==> src/sv/pcsg_pkg.sv <==
// Shared types and constants of the polar curve segment generator
package pcsg_pkg;

    // curve kinds
    localparam logic [2:0] KIND_LIMACON   = 3'd0;
    localparam logic [2:0] KIND_CARDIOID  = 3'd1;
    localparam logic [2:0] KIND_ROSE3     = 3'd2;
    localparam logic [2:0] KIND_ROSE4     = 3'd3;
    localparam logic [2:0] KIND_SPIRAL    = 3'd4;

    // configuration register indexes
    localparam logic [2:0] CFG_CURVE_KIND    = 3'd0;
    localparam logic [2:0] CFG_RADIUS_SCALE  = 3'd1;
    localparam logic [2:0] CFG_RADIUS_OFFSET = 3'd2;
    localparam logic [2:0] CFG_CENTER_X      = 3'd3;
    localparam logic [2:0] CFG_CENTER_Y      = 3'd4;
    localparam logic [2:0] CFG_ANGLE_STEP    = 3'd5;

    // cordic constants, angles in 1/65536 turn
    localparam int CORDIC_STEPS = 16;
    localparam logic signed [19:0] CORDIC_GAIN_Q15 = 20'sd19898;
    localparam logic [15:0] ATAN_TURN16 [CORDIC_STEPS] = '{
        16'd8192, 16'd4836, 16'd2555, 16'd1297, 16'd651, 16'd326, 16'd163, 16'd81,
        16'd41, 16'd20, 16'd10, 16'd5, 16'd3, 16'd1, 16'd1, 16'd0
    };
    localparam logic signed [15:0] TRIG_MAX = 16'sd32767;

    // 2*pi in Q13 for the spiral radius
    localparam logic [15:0] TWO_PI_Q13 = 16'd51472;

    // command to the serial multiplier
    typedef struct packed {
        logic start;
        logic neg;
    } mul_cmd_t;

    // result of one cordic pass
    typedef struct packed {
        logic               done;
        logic signed [15:0] cos_v;
        logic signed [15:0] sin_v;
    } trig_t;

endpackage

==> src/sv/pcsg_cordic.sv <==
// Iterative cordic: one rotation step per cycle, gives Q1.15 cos and sin
module pcsg_cordic
    import pcsg_pkg::*;
(
    input  logic        clk,
    input  logic        rst_n,
    input  logic        start,
    input  logic [15:0] angle,
    output trig_t       res
);

    typedef enum logic [1:0] {C_IDLE, C_RUN, C_OUT} cstate_t;

    cstate_t            state_reg;
    logic signed [19:0] x_reg;
    logic signed [19:0] y_reg;
    logic signed [17:0] z_reg;
    logic [3:0]         i_reg;
    logic               flip_reg;

    logic [15:0]        rot;
    logic [15:0]        ang_fold;
    logic signed [19:0] sx;
    logic signed [19:0] sy;
    logic signed [17:0] at;
    logic signed [19:0] xf;
    logic signed [19:0] yf;

    // fold the angle into the right half plane
    assign rot      = angle + 16'd16384;
    assign ang_fold = rot[15] ? (angle ^ 16'h8000) : angle;

    // shifted terms of this step
    assign sx = x_reg >>> i_reg;
    assign sy = y_reg >>> i_reg;
    assign at = 18'(ATAN_TURN16[i_reg]);

    always_ff @(posedge clk or negedge rst_n)
    begin
        if (!rst_n)
        begin
            state_reg <= C_IDLE;
            x_reg     <= '0;
            y_reg     <= '0;
            z_reg     <= '0;
            i_reg     <= '0;
            flip_reg  <= 1'b0;
        end
        else
        begin
            unique case (state_reg)
                C_IDLE:
                begin
                    if (start)
                    begin
                        x_reg     <= CORDIC_GAIN_Q15;
                        y_reg     <= '0;
                        z_reg     <= 18'(signed'(ang_fold));
                        i_reg     <= '0;
                        flip_reg  <= rot[15];
                        state_reg <= C_RUN;
                    end
                end
                C_RUN:
                begin
                    if (!z_reg[17])
                    begin
                        x_reg <= x_reg - sy;
                        y_reg <= y_reg + sx;
                        z_reg <= z_reg - at;
                    end
                    else
                    begin
                        x_reg <= x_reg + sy;
                        y_reg <= y_reg - sx;
                        z_reg <= z_reg + at;
                    end
                    i_reg <= i_reg + 4'd1;
                    if (i_reg == 4'(CORDIC_STEPS - 1))
                    begin
                        state_reg <= C_OUT;
                    end
                end
                C_OUT:
                begin
                    state_reg <= C_IDLE;
                end
                default:
                begin
                    state_reg <= C_IDLE;
                end
            endcase
        end
    end

    // undo the fold and clamp to the q15 range
    assign xf = flip_reg ? -x_reg : x_reg;
    assign yf = flip_reg ? -y_reg : y_reg;

    always_comb
    begin
        res.done = (state_reg == C_OUT);
        if (xf > 20'(TRIG_MAX))
            res.cos_v = TRIG_MAX;
        else if (xf < -20'(TRIG_MAX))
            res.cos_v = -TRIG_MAX;
        else
            res.cos_v = xf[15:0];
        if (yf > 20'(TRIG_MAX))
            res.sin_v = TRIG_MAX;
        else if (yf < -20'(TRIG_MAX))
            res.sin_v = -TRIG_MAX;
        else
            res.sin_v = yf[15:0];
    end

endmodule

==> src/sv/pcsg_mul.sv <==
// Bit-serial shift-add multiplier on magnitudes, sign applied at the end
module pcsg_mul
    import pcsg_pkg::*;
#(
    parameter int PW = 44,
    parameter int QW = 28
)
(
    input  logic                 clk,
    input  logic                 rst_n,
    input  mul_cmd_t             cmd,
    input  logic [PW-1:0]        mcand,
    input  logic [QW-1:0]        mplier,
    output logic                 done,
    output logic signed [PW-1:0] product
);

    typedef enum logic [1:0] {M_IDLE, M_RUN, M_FIX} mstate_t;

    mstate_t       state_reg;
    logic [PW-1:0] acc_reg;
    logic [PW-1:0] md_reg;
    logic [QW-1:0] mr_reg;
    logic          neg_reg;

    always_ff @(posedge clk or negedge rst_n)
    begin
        if (!rst_n)
        begin
            state_reg <= M_IDLE;
            acc_reg   <= '0;
            md_reg    <= '0;
            mr_reg    <= '0;
            neg_reg   <= 1'b0;
        end
        else
        begin
            unique case (state_reg)
                M_IDLE:
                begin
                    if (cmd.start)
                    begin
                        acc_reg   <= '0;
                        md_reg    <= mcand;
                        mr_reg    <= mplier;
                        neg_reg   <= cmd.neg;
                        state_reg <= M_RUN;
                    end
                end
                M_RUN:
                begin
                    // one multiplier bit per cycle, stop at the last set bit
                    if (mr_reg == '0)
                    begin
                        state_reg <= M_FIX;
                    end
                    else
                    begin
                        if (mr_reg[0])
                            acc_reg <= acc_reg + md_reg;
                        md_reg <= {md_reg[PW-2:0], 1'b0};
                        mr_reg <= {1'b0, mr_reg[QW-1:1]};
                    end
                end
                M_FIX:
                begin
                    state_reg <= M_IDLE;
                end
                default:
                begin
                    state_reg <= M_IDLE;
                end
            endcase
        end
    end

    assign done    = (state_reg == M_FIX);
    assign product = neg_reg ? -signed'(acc_reg) : signed'(acc_reg);

endmodule

==> src/sv/polar_curve_segment_generator_unit.sv <==
// Top level of the polar curve segment generator: config, sequencer, outputs
//
//  channel | signals                                   | accepted when
//  --------+-------------------------------------------+----------------------
//  in      | in_valid, in_stall, restart               | in_valid && !in_stall
//  out     | out_valid, out_stall, from_x .. finished  | out_valid && !out_stall
//  cfg     | cfg_we, cfg_index, cfg_data               | cfg_we
//
// A finished item skips the arithmetic. A segment takes one cordic pass (two
// for the roses) plus up to four passes of the bit-serial multiplier (two for
// the spiral radius, two for the placement), each taking one multiplier bit
// per cycle up to its top set bit.
// rst_n clears state asynchronously; curve_done comes up set.
// in_stall is high from acceptance until the result is loaded into the output
// register; a stalled output holds its item while the next one is accepted.
module polar_curve_segment_generator_unit
    import pcsg_pkg::*;
#(
    parameter int PHASE_BITS = 16,
    parameter int COORD_BITS = 13
)
(
    input  logic                         clk,
    input  logic                         rst_n,
    input  logic                         cfg_we,
    input  logic [2:0]                   cfg_index,
    input  logic [15:0]                  cfg_data,
    input  logic                         in_valid,
    output logic                         in_stall,
    input  logic                         restart,
    output logic                         out_valid,
    input  logic                         out_stall,
    output logic signed [COORD_BITS-1:0] from_x,
    output logic signed [COORD_BITS-1:0] from_y,
    output logic signed [COORD_BITS-1:0] to_x,
    output logic signed [COORD_BITS-1:0] to_y,
    output logic                         last_segment,
    output logic                         finished
);

    localparam int NPW = ((PHASE_BITS > 16) ? PHASE_BITS : 16) + 2;
    localparam int RW  = 28;
    localparam int QW  = (RW > PHASE_BITS) ? RW : PHASE_BITS;
    localparam int PW  = ((PHASE_BITS + 28) > 44) ? (PHASE_BITS + 28) : 44;
    localparam int TW  = PW + 1;
    localparam int SW  = ((TW - 30) > COORD_BITS) ? (TW - 30) : (COORD_BITS + 1);
    localparam logic signed [SW-1:0] C_HI = SW'((1 << (COORD_BITS - 1)) - 1);
    localparam logic signed [SW-1:0] C_LO = -SW'(1 << (COORD_BITS - 1));
    localparam logic signed [TW-1:0] TRUNC_BIAS = TW'((64'd1 << 30) - 64'd1);

    typedef enum logic [3:0] {
        S_IDLE, S_CHECK, S_CA_GO, S_CA_WAIT, S_CB_GO, S_CB_WAIT,
        S_R1_GO, S_R1_WAIT, S_R2_GO, S_R2_WAIT, S_RADIUS,
        S_P_GO, S_P_WAIT, S_P_SUM, S_P_SAT, S_EMIT
    } state_t;

    // saturate to the coordinate range
    function automatic logic signed [COORD_BITS-1:0] sat_c(input logic signed [SW-1:0] v);
        logic signed [SW-1:0] t;
        begin
            if (v > C_HI)
                t = C_HI;
            else if (v < C_LO)
                t = C_LO;
            else
                t = v;
            return t[COORD_BITS-1:0];
        end
    endfunction

    state_t                       state_reg;
    logic [2:0]                   kind_reg;
    logic [9:0]                   a_reg;
    logic signed [10:0]           b_reg;
    logic [10:0]                  cx_reg;
    logic [10:0]                  cy_reg;
    logic [15:0]                  step_reg;
    logic [PHASE_BITS:0]          phase_reg;
    logic signed [COORD_BITS-1:0] prev_x_reg;
    logic signed [COORD_BITS-1:0] prev_y_reg;
    logic                         curve_done_reg;
    logic [PHASE_BITS-1:0]        np_reg;
    logic                         last_reg;
    logic                         fin_reg;
    logic signed [15:0]           c_reg;
    logic signed [15:0]           s_reg;
    logic signed [15:0]           cn_reg;
    logic signed [PW-1:0]         prod_reg;
    logic signed [RW-1:0]         r_reg;
    logic                         axis_reg;
    logic signed [TW-1:0]         t_reg;
    logic signed [COORD_BITS-1:0] nx_reg;
    logic signed [COORD_BITS-1:0] ny_reg;
    logic                         out_valid_reg;
    logic signed [COORD_BITS-1:0] from_x_reg;
    logic signed [COORD_BITS-1:0] from_y_reg;
    logic signed [COORD_BITS-1:0] to_x_reg;
    logic signed [COORD_BITS-1:0] to_y_reg;
    logic                         last_out_reg;
    logic                         fin_out_reg;

    logic [NPW-1:0]               np;
    logic [NPW-1:0]               np2;
    logic                         np_full;
    logic signed [SW-1:0]         start_off;
    logic [PHASE_BITS-1:0]        np_mult;
    logic [PHASE_BITS+15:0]       turn_a;
    logic [PHASE_BITS+15:0]       turn_b;
    logic [14:0]                  c_mag;
    logic [14:0]                  s_mag;
    logic [14:0]                  cn_mag;
    logic signed [RW-1:0]         r_neg;
    logic [RW-2:0]                r_mag;
    logic signed [RW-1:0]         ac;
    logic signed [RW-1:0]         r_next;
    logic [10:0]                  center;
    logic signed [TW-1:0]         t_next;
    logic signed [TW-1:0]         t_biased;
    logic                         cor_start;
    logic [15:0]                  cor_angle;
    trig_t                        cor_res;
    mul_cmd_t                     mul_cmd;
    logic [PW-1:0]                mul_mcand;
    logic [QW-1:0]                mul_mplier;
    logic                         mul_done;
    logic signed [PW-1:0]         mul_prod;
    logic                         out_free;

    // phase arithmetic
    assign np      = NPW'(phase_reg) + NPW'(step_reg);
    assign np2     = np + NPW'(step_reg);
    assign np_full = (np[NPW-1:PHASE_BITS] != '0);

    // start offset per curve kind
    always_comb
    begin
        unique case (kind_reg)
            KIND_LIMACON:  start_off = SW'(signed'({1'b0, a_reg})) + SW'(b_reg);
            KIND_CARDIOID: start_off = SW'({a_reg, 1'b0});
            KIND_ROSE3:    start_off = SW'(a_reg);
            KIND_ROSE4:    start_off = SW'(a_reg);
            default:       start_off = '0;
        endcase
    end

    // cordic angles: top 16 bits of the phase turn
    assign np_mult = (kind_reg == KIND_ROSE3) ? (np_reg + {np_reg[PHASE_BITS-2:0], 1'b0})
                                              : {np_reg[PHASE_BITS-2:0], 1'b0};
    assign turn_a  = {np_reg, 16'b0};
    assign turn_b  = {np_mult, 16'b0};

    assign cor_start = (state_reg == S_CA_GO) || (state_reg == S_CB_GO);
    assign cor_angle = (state_reg == S_CB_GO) ? turn_b[PHASE_BITS+15 -: 16]
                                              : turn_a[PHASE_BITS+15 -: 16];

    pcsg_cordic u_cordic (
        .clk   (clk),
        .rst_n (rst_n),
        .start (cor_start),
        .angle (cor_angle),
        .res   (cor_res)
    );

    // magnitudes for the multiplier
    assign c_mag  = c_reg[15] ? 15'(-c_reg) : c_reg[14:0];
    assign s_mag  = s_reg[15] ? 15'(-s_reg) : s_reg[14:0];
    assign cn_mag = cn_reg[15] ? 15'(-cn_reg) : cn_reg[14:0];
    assign r_neg  = -r_reg;
    assign r_mag  = r_reg[RW-1] ? r_neg[RW-2:0] : r_reg[RW-2:0];

    // multiplier operands by step
    always_comb
    begin
        mul_cmd    = '0;
        mul_mcand  = '0;
        mul_mplier = '0;
        unique case (state_reg)
            S_R1_GO:
            begin
                mul_cmd.start = 1'b1;
                mul_mcand     = PW'(a_reg);
                unique case (kind_reg)
                    KIND_SPIRAL:
                    begin
                        mul_mplier = QW'(np_reg);
                    end
                    KIND_LIMACON, KIND_CARDIOID:
                    begin
                        mul_mplier  = QW'(c_mag);
                        mul_cmd.neg = c_reg[15];
                    end
                    KIND_ROSE3, KIND_ROSE4:
                    begin
                        mul_mplier  = QW'(cn_mag);
                        mul_cmd.neg = cn_reg[15];
                    end
                    default:
                    begin
                        mul_mplier = '0;
                    end
                endcase
            end
            S_R2_GO:
            begin
                mul_cmd.start = 1'b1;
                mul_mcand     = prod_reg;
                mul_mplier    = QW'(TWO_PI_Q13);
            end
            S_P_GO:
            begin
                mul_cmd.start = 1'b1;
                mul_mcand     = PW'(r_mag);
                mul_mplier    = axis_reg ? QW'(s_mag) : QW'(c_mag);
                mul_cmd.neg   = r_reg[RW-1] ^ (axis_reg ? s_reg[15] : c_reg[15]);
            end
            default:
            begin
                mul_cmd = '0;
            end
        endcase
    end

    pcsg_mul #(
        .PW (PW),
        .QW (QW)
    ) u_mul (
        .clk     (clk),
        .rst_n   (rst_n),
        .cmd     (mul_cmd),
        .mcand   (mul_mcand),
        .mplier  (mul_mplier),
        .done    (mul_done),
        .product (mul_prod)
    );

    // radius in q15
    assign ac = prod_reg[RW-1:0];
    always_comb
    begin
        unique case (kind_reg)
            KIND_LIMACON:  r_next = ac + (RW'(b_reg) <<< 15);
            KIND_CARDIOID: r_next = RW'({a_reg, 15'b0}) + ac;
            KIND_ROSE3:    r_next = ac;
            KIND_ROSE4:    r_next = ac;
            KIND_SPIRAL:   r_next = prod_reg[PHASE_BITS +: RW];
            default:       r_next = '0;
        endcase
    end

    // centre term plus product, then truncation toward zero
    assign center   = axis_reg ? cy_reg : cx_reg;
    assign t_next   = signed'({{(TW-41){1'b0}}, center, 30'b0}) + TW'(prod_reg);
    assign t_biased = t_reg + (t_reg[TW-1] ? TRUNC_BIAS : '0);

    assign out_free = !out_valid_reg || !out_stall;

    // sequencer, config and output registers
    always_ff @(posedge clk or negedge rst_n)
    begin
        if (!rst_n)
        begin
            state_reg      <= S_IDLE;
            kind_reg       <= KIND_LIMACON;
            a_reg          <= 10'd175;
            b_reg          <= 11'sd60;
            cx_reg         <= 11'd200;
            cy_reg         <= 11'd250;
            step_reg       <= 16'd60;
            phase_reg      <= '0;
            prev_x_reg     <= '0;
            prev_y_reg     <= '0;
            curve_done_reg <= 1'b1;
            np_reg         <= '0;
            last_reg       <= 1'b0;
            fin_reg        <= 1'b0;
            c_reg          <= '0;
            s_reg          <= '0;
            cn_reg         <= '0;
            prod_reg       <= '0;
            r_reg          <= '0;
            axis_reg       <= 1'b0;
            t_reg          <= '0;
            nx_reg         <= '0;
            ny_reg         <= '0;
            out_valid_reg  <= 1'b0;
            from_x_reg     <= '0;
            from_y_reg     <= '0;
            to_x_reg       <= '0;
            to_y_reg       <= '0;
            last_out_reg   <= 1'b0;
            fin_out_reg    <= 1'b0;
        end
        else
        begin
            // configuration writes
            if (cfg_we)
            begin
                unique case (cfg_index)
                    CFG_CURVE_KIND:    kind_reg <= cfg_data[2:0];
                    CFG_RADIUS_SCALE:  a_reg    <= cfg_data[9:0];
                    CFG_RADIUS_OFFSET: b_reg    <= cfg_data[10:0];
                    CFG_CENTER_X:      cx_reg   <= cfg_data[10:0];
                    CFG_CENTER_Y:      cy_reg   <= cfg_data[10:0];
                    CFG_ANGLE_STEP:    step_reg <= cfg_data;
                    default:           kind_reg <= kind_reg;
                endcase
            end

            // output item taken, the emit step reloads it itself
            if (out_valid_reg && !out_stall && state_reg != S_EMIT)
                out_valid_reg <= 1'b0;

            unique case (state_reg)
                S_IDLE:
                begin
                    if (in_valid)
                    begin
                        if (restart)
                        begin
                            curve_done_reg <= 1'b0;
                            phase_reg      <= '0;
                            prev_x_reg     <= sat_c(SW'(cx_reg) + start_off);
                            prev_y_reg     <= sat_c(SW'(cy_reg));
                        end
                        state_reg <= S_CHECK;
                    end
                end
                S_CHECK:
                begin
                    np_reg   <= np[PHASE_BITS-1:0];
                    last_reg <= (np2[NPW-1:PHASE_BITS] != '0);
                    axis_reg <= 1'b0;
                    if (curve_done_reg || np_full)
                    begin
                        curve_done_reg <= 1'b1;
                        fin_reg        <= 1'b1;
                        state_reg      <= S_EMIT;
                    end
                    else
                    begin
                        fin_reg   <= 1'b0;
                        state_reg <= S_CA_GO;
                    end
                end
                S_CA_GO:
                begin
                    state_reg <= S_CA_WAIT;
                end
                S_CA_WAIT:
                begin
                    if (cor_res.done)
                    begin
                        c_reg <= cor_res.cos_v;
                        s_reg <= cor_res.sin_v;
                        if (kind_reg == KIND_ROSE3 || kind_reg == KIND_ROSE4)
                            state_reg <= S_CB_GO;
                        else
                            state_reg <= S_R1_GO;
                    end
                end
                S_CB_GO:
                begin
                    state_reg <= S_CB_WAIT;
                end
                S_CB_WAIT:
                begin
                    if (cor_res.done)
                    begin
                        cn_reg    <= cor_res.cos_v;
                        state_reg <= S_R1_GO;
                    end
                end
                S_R1_GO:
                begin
                    state_reg <= S_R1_WAIT;
                end
                S_R1_WAIT:
                begin
                    if (mul_done)
                    begin
                        prod_reg <= mul_prod;
                        if (kind_reg == KIND_SPIRAL)
                            state_reg <= S_R2_GO;
                        else
                            state_reg <= S_RADIUS;
                    end
                end
                S_R2_GO:
                begin
                    state_reg <= S_R2_WAIT;
                end
                S_R2_WAIT:
                begin
                    if (mul_done)
                    begin
                        prod_reg  <= mul_prod;
                        state_reg <= S_RADIUS;
                    end
                end
                S_RADIUS:
                begin
                    r_reg     <= r_next;
                    state_reg <= S_P_GO;
                end
                S_P_GO:
                begin
                    state_reg <= S_P_WAIT;
                end
                S_P_WAIT:
                begin
                    if (mul_done)
                    begin
                        prod_reg  <= mul_prod;
                        state_reg <= S_P_SUM;
                    end
                end
                S_P_SUM:
                begin
                    t_reg     <= t_next;
                    state_reg <= S_P_SAT;
                end
                S_P_SAT:
                begin
                    if (axis_reg)
                    begin
                        ny_reg    <= sat_c(SW'(signed'(t_biased[TW-1:30])));
                        state_reg <= S_EMIT;
                    end
                    else
                    begin
                        nx_reg    <= sat_c(SW'(signed'(t_biased[TW-1:30])));
                        axis_reg  <= 1'b1;
                        state_reg <= S_P_GO;
                    end
                end
                S_EMIT:
                begin
                    if (out_free)
                    begin
                        out_valid_reg <= 1'b1;
                        if (fin_reg)
                        begin
                            from_x_reg   <= '0;
                            from_y_reg   <= '0;
                            to_x_reg     <= '0;
                            to_y_reg     <= '0;
                            last_out_reg <= 1'b0;
                            fin_out_reg  <= 1'b1;
                        end
                        else
                        begin
                            from_x_reg   <= prev_x_reg;
                            from_y_reg   <= prev_y_reg;
                            to_x_reg     <= nx_reg;
                            to_y_reg     <= ny_reg;
                            last_out_reg <= last_reg;
                            fin_out_reg  <= 1'b0;
                            phase_reg    <= {1'b0, np_reg};
                            prev_x_reg   <= nx_reg;
                            prev_y_reg   <= ny_reg;
                        end
                        state_reg <= S_IDLE;
                    end
                end
                default:
                begin
                    state_reg <= S_IDLE;
                end
            endcase
        end
    end

    assign in_stall     = (state_reg != S_IDLE);
    assign out_valid    = out_valid_reg;
    assign from_x       = from_x_reg;
    assign from_y       = from_y_reg;
    assign to_x         = to_x_reg;
    assign to_y         = to_y_reg;
    assign last_segment = last_out_reg;
    assign finished     = fin_out_reg;

`ifndef SYNTHESIS
    // a finished item carries no segment
    a_fin_empty: assert property (@(posedge clk) disable iff (!rst_n)
        out_valid && finished |-> from_x == '0 && to_x == '0 && from_y == '0
            && to_y == '0 && !last_segment)
        else $error("finished item carries segment data");

    // the stored phase stays below a full turn
    a_phase_range: assert property (@(posedge clk) disable iff (!rst_n)
        !phase_reg[PHASE_BITS])
        else $error("phase reached a full turn");

    // only a restart clears a completed curve
    a_done_sticky: assert property (@(posedge clk) disable iff (!rst_n)
        curve_done_reg && !(in_valid && !in_stall && restart) |=> curve_done_reg)
        else $error("curve_done cleared without restart");

    // a finished item sets curve_done
    a_fin_done: assert property (@(posedge clk) disable iff (!rst_n)
        state_reg == S_EMIT && fin_reg |-> curve_done_reg)
        else $error("finished item without curve_done");
`endif

endmodule

==> config.mk <==
export PLATFORM = sky130hd
export DESIGN_NAME = polar_curve_segment_generator_unit
export DESIGN_NICKNAME = d
export VERILOG_FILES = /design/src/sv/pcsg_pkg.sv /design/src/sv/pcsg_cordic.sv /design/src/sv/pcsg_mul.sv /design/src/sv/polar_curve_segment_generator_unit.sv
export SDC_FILE = /design/constraint.sdc
export NUM_CORES = 2
export LEC_CHECK = 0
export BUFFER_PORTS_ARGS = -buffer_cell sky130_fd_sc_hd__buf_2
export CAP_MARGIN = 30
export CORE_AREA = 4 4 383 272
export DETAILED_ROUTE_END_ITERATION = 16
export DIE_AREA = 0 0 387 276
export GPL_TIMING_DRIVEN = 0
export HOLD_SLACK_MARGIN = 0.05
export PLACE_DENSITY = 0.6
export SLEW_MARGIN = 20
export SYNTH_ARGS = -nofsm -noshare
export SYNTH_HDL_FRONTEND = slang
export SYNTH_SLANG_ARGS = --single-unit
==> constraint.sdc <==
create_clock -name clk -period 5.65 [get_ports clk]
set_input_delay 0.8475 -clock clk [delete_from_list [all_inputs] [get_ports clk]]
set_output_delay 0.8475 -clock clk [all_outputs]
set_load 0.05 [all_outputs]
==> reports/metrics.yaml <==
routed.top_layer: "met5"
largest_reg_flops: 45
cts-root-buf: "clkbuf_16"
cp_slowest_cell: "dfrtp_1"
area_growth_pct: 12.1
io_buffers: 80
synth_area_sq_mm: 0.0399
clock_skew_ns: 0.0433
fmax_mhz: 184
worstMarginPinSlew_ns: 1.03
powerDensity_mw_per_mm2: 710
grt_pass1_wl_mm: 217
peakVddDrop_uv: 382
route.met3.wl_mm: 15.4
hold_buffers: 0
cap_violations: 0
antenna_found_initial: 3
cp_top_family: "buffers and inverters"
cts_buffer_depth: 3
clk_latency_ns: 0.68
synth_top_area_frac: 0.328
wl_met1_mm: 70.1
gr-usage-all-layers: 0.259
firstDrtPassIters: 6
drive_gt1_frac: 0.103
synth_edf_count: 0
dpl_cell_area_sq_mm: 0.0422
vias: 36800
crit_type: "reg2reg"
grt_max_degree: 93
dieArea_sq_mm: 0.107
wl_per_cell_um: 23.4
final_util: 0.443
rsz0062_at_grt: "no"
ys.flop_type: "dfrtp_1"
ys_ff_latch: 546
detail_route.vias_per_cell: 6.00
relSlewSlack: 0.313
final_max_slew_viol_count: 0
diodes: 0
arrival_ns: 5.94
grt-ovfl-total: 0
endpoint_kind: "flip-flop"
ioPinCount: 81
met2WireLength_mm: 54.4
h-tree-depth: 2
synth-warning-count: 0
hpwl_mm: 110
clkTransAtPathRegs_ns: 0.07
dieWidth_um: 387
post-route-min-period_ns: 5.44
min_period_over_period: 0.963
dr.first_iter.drc_count: 4490
fin_nets: 4999
setup_viol: 0
antenna_left: 0
start_util: 0.395
hold_viol: 0
yosys-top-cells-area: "dfrtp_1 (33%), ha_1 (7.6%), nand2_1 (5.1%)"
critPathMaxFanout: 10
hold_path_class: "in2async"
stdcell_area_sq_mm: 0.0447
die_h_um: 276
critPathBufInv: 4
rows: 98
cts_tree: "done"
p_leak_nw: 19.8
drt-total-wl_mm: 143
status: "finished clean"
avgSynthCellArea_sq_um: 8.74
startpoint_type: "flip-flop"
crit_chain: "buf_2 -> clkbuf_2 -> clkbuf_2 -> buf_1 -> mux2_2 -> o21ai_0 -> and3_1 -> nor2_1 -> xnor2_1 -> ha_1 -> nand3_1 -> a2111oi_2 -> nor3_1 -> o41ai_2 -> xnor2_1 -> o21ai_0"
synthArstFlopShare: 1.00
ys_types: 89
synth.net_count: 4839
cts_sinks: 546
synthCells: 4560
cts_made_buffers: 60
grt_pass1_vias: 34100
drcViolationCount: 0
core_sq_mm: 0.101
cpPeakStageDelay_ns: 0.53
ys_seq_area_frac: 0.343
critPathRequiredTime_ns: 6.14
gp_congestion: 0.966
synth_top_cell_by_area: "dfrtp_1"
[placed cells by master (no fill, tap or decap), types with 24 or more instances in the layout]
cell type	netlist	layout
a211oi_1	27	26
a21o_1	78	78
a21oi_1	325	325
a221oi_1	49	49
a22o_1	39	39
a31oi_1	81	79
and2_1	24	24
and3_1	28	28
buf_1	29	24
buf_2	7	88
clkbuf_1	242	228
clkbuf_16	0	61
dfrtp_1	522	520
dfstp_2	24	24
ha_1	243	243
inv_1	111	111
mux2_2	115	115
mux2i_1	61	55
mux4_2	46	46
nand2_1	540	540
nand2b_1	94	94
nand3_1	109	109
nor2_1	394	392
nor2b_1	40	40
nor3_1	77	75
o21a_1	25	25
o21ai_0	333	331
o21bai_1	37	37
o22a_1	44	44
o31ai_1	70	70
o41ai_1	26	25
or3_1	37	37
xnor2_1	151	151
xor2_1	185	185
[what timing repair did]
action	CTS	global route
endpoints found under the hold margin	0	0
setup endpoints to repair	30	18
resized for setup	34	48
pin swaps	0	2
setup buffers	0	3
[routing by layer]
metal	vias up	GRT usage
met5	-	0.00798
met2	1677	0.341
met4	4	0.0550
met3	174	0.0695
met1	18000	0.412
li1	16900	-
[stage by stage]
step	hold slack (ns)	TNS [ns]	std cells	setup slack [ns]	power, mW
after floorplan	0.440	0	4560	0.563	20.8
after global placement	0.456	-4373.43	5990	-8.27	26.0
after detailed placement	0.464	-15.04	6004	-1.14	26.3
after CTS	0.0607	0	6117	0.00438	31.1
after global routing	0.0842	0	6122	0.00241	33.9
final	0.0645	0	6122	0.209	31.7
[area by class of cell]
type | count | area, sq um
Timing Repair Buffer | 99 | 708
Multi-Input combinational cell | 3617 | 24800
Clock buffer | 70 | 1630
Sequential cell | 546 | 13700
Clock inverter | 44 | 593
Inverter | 113 | 424
Buffer | 283 | 1190
Tap cell | 1350 | 1690
Fill cell | 9879 | 56200
[cell families (layout without fill, tap and decap cells)]
family,Yosys count,count (layout),share of synthesized area
AND/OR/NAND/NOR,1473,1473,0.170
AO/OA/AOI/OAI,1328,1328,0.216
flip-flops,546,546,0.343
buffers and inverters,397,609,0.0386
XOR/XNOR,337,337,0.0742
adder cells (fa/ha/maj),254,254,0.0818
multiplexers,225,225,0.0758
[final timing paths]
kind	startpoint	to	slack [ns]	depth (start not counted)
setup / recovery	u_cordic.i_reg[2]$_DFFE_PN0P_	u_cordic.x_reg[18]$_DFFE_PN0P_	0.21	16
hold reg to reg	last_segment$_DFFE_PN0P_	last_segment$_DFFE_PN0P_	0.47	2
min in group clk	cfg_data[14]	step_reg[14]$_DFFE_PN0P_	0.40	2
hold / removal	rst_n	step_reg[13]$_DFFE_PN0P_	0.06	1
max in group asynchronous	rst_n	u_mul.md_reg[24]$_DFFE_PN0P_	3.92	4
setup reg to reg	u_cordic.i_reg[2]$_DFFE_PN0P_	u_cordic.x_reg[18]$_DFFE_PN0P_	0.21	16
[power breakdown]
part | total, mW | internal, mW | switching, mW
clock | 4.47 | 2.60 | 1.87
combinational | 20.3 | 7.90 | 12.4
sequential | 6.98 | 5.31 | 1.67
total | 31.7 | 15.8 | 15.9
[cells in the mapped netlist (27+ instances only)]
cell,number
ha_1,243
mux4_2,46
nand2b_1,94
or3_1,37
mux2i_1,61
a31oi_1,81
mux2_2,115
a211oi_1,27
and3_1,28
nor3_1,77
xnor2_1,151
a21o_1,78
nand2_1,540
nand3_1,109
buf_1,29
nor2_1,394
a21oi_1,325
o22a_1,44
o21bai_1,37
o21ai_0,333
o31ai_1,70
nor2b_1,40
dfrtp_1,522
xor2_1,185
clkbuf_1,242
inv_1,111
a22o_1,39
a221oi_1,49
Power figures use the tool's default switching activity.
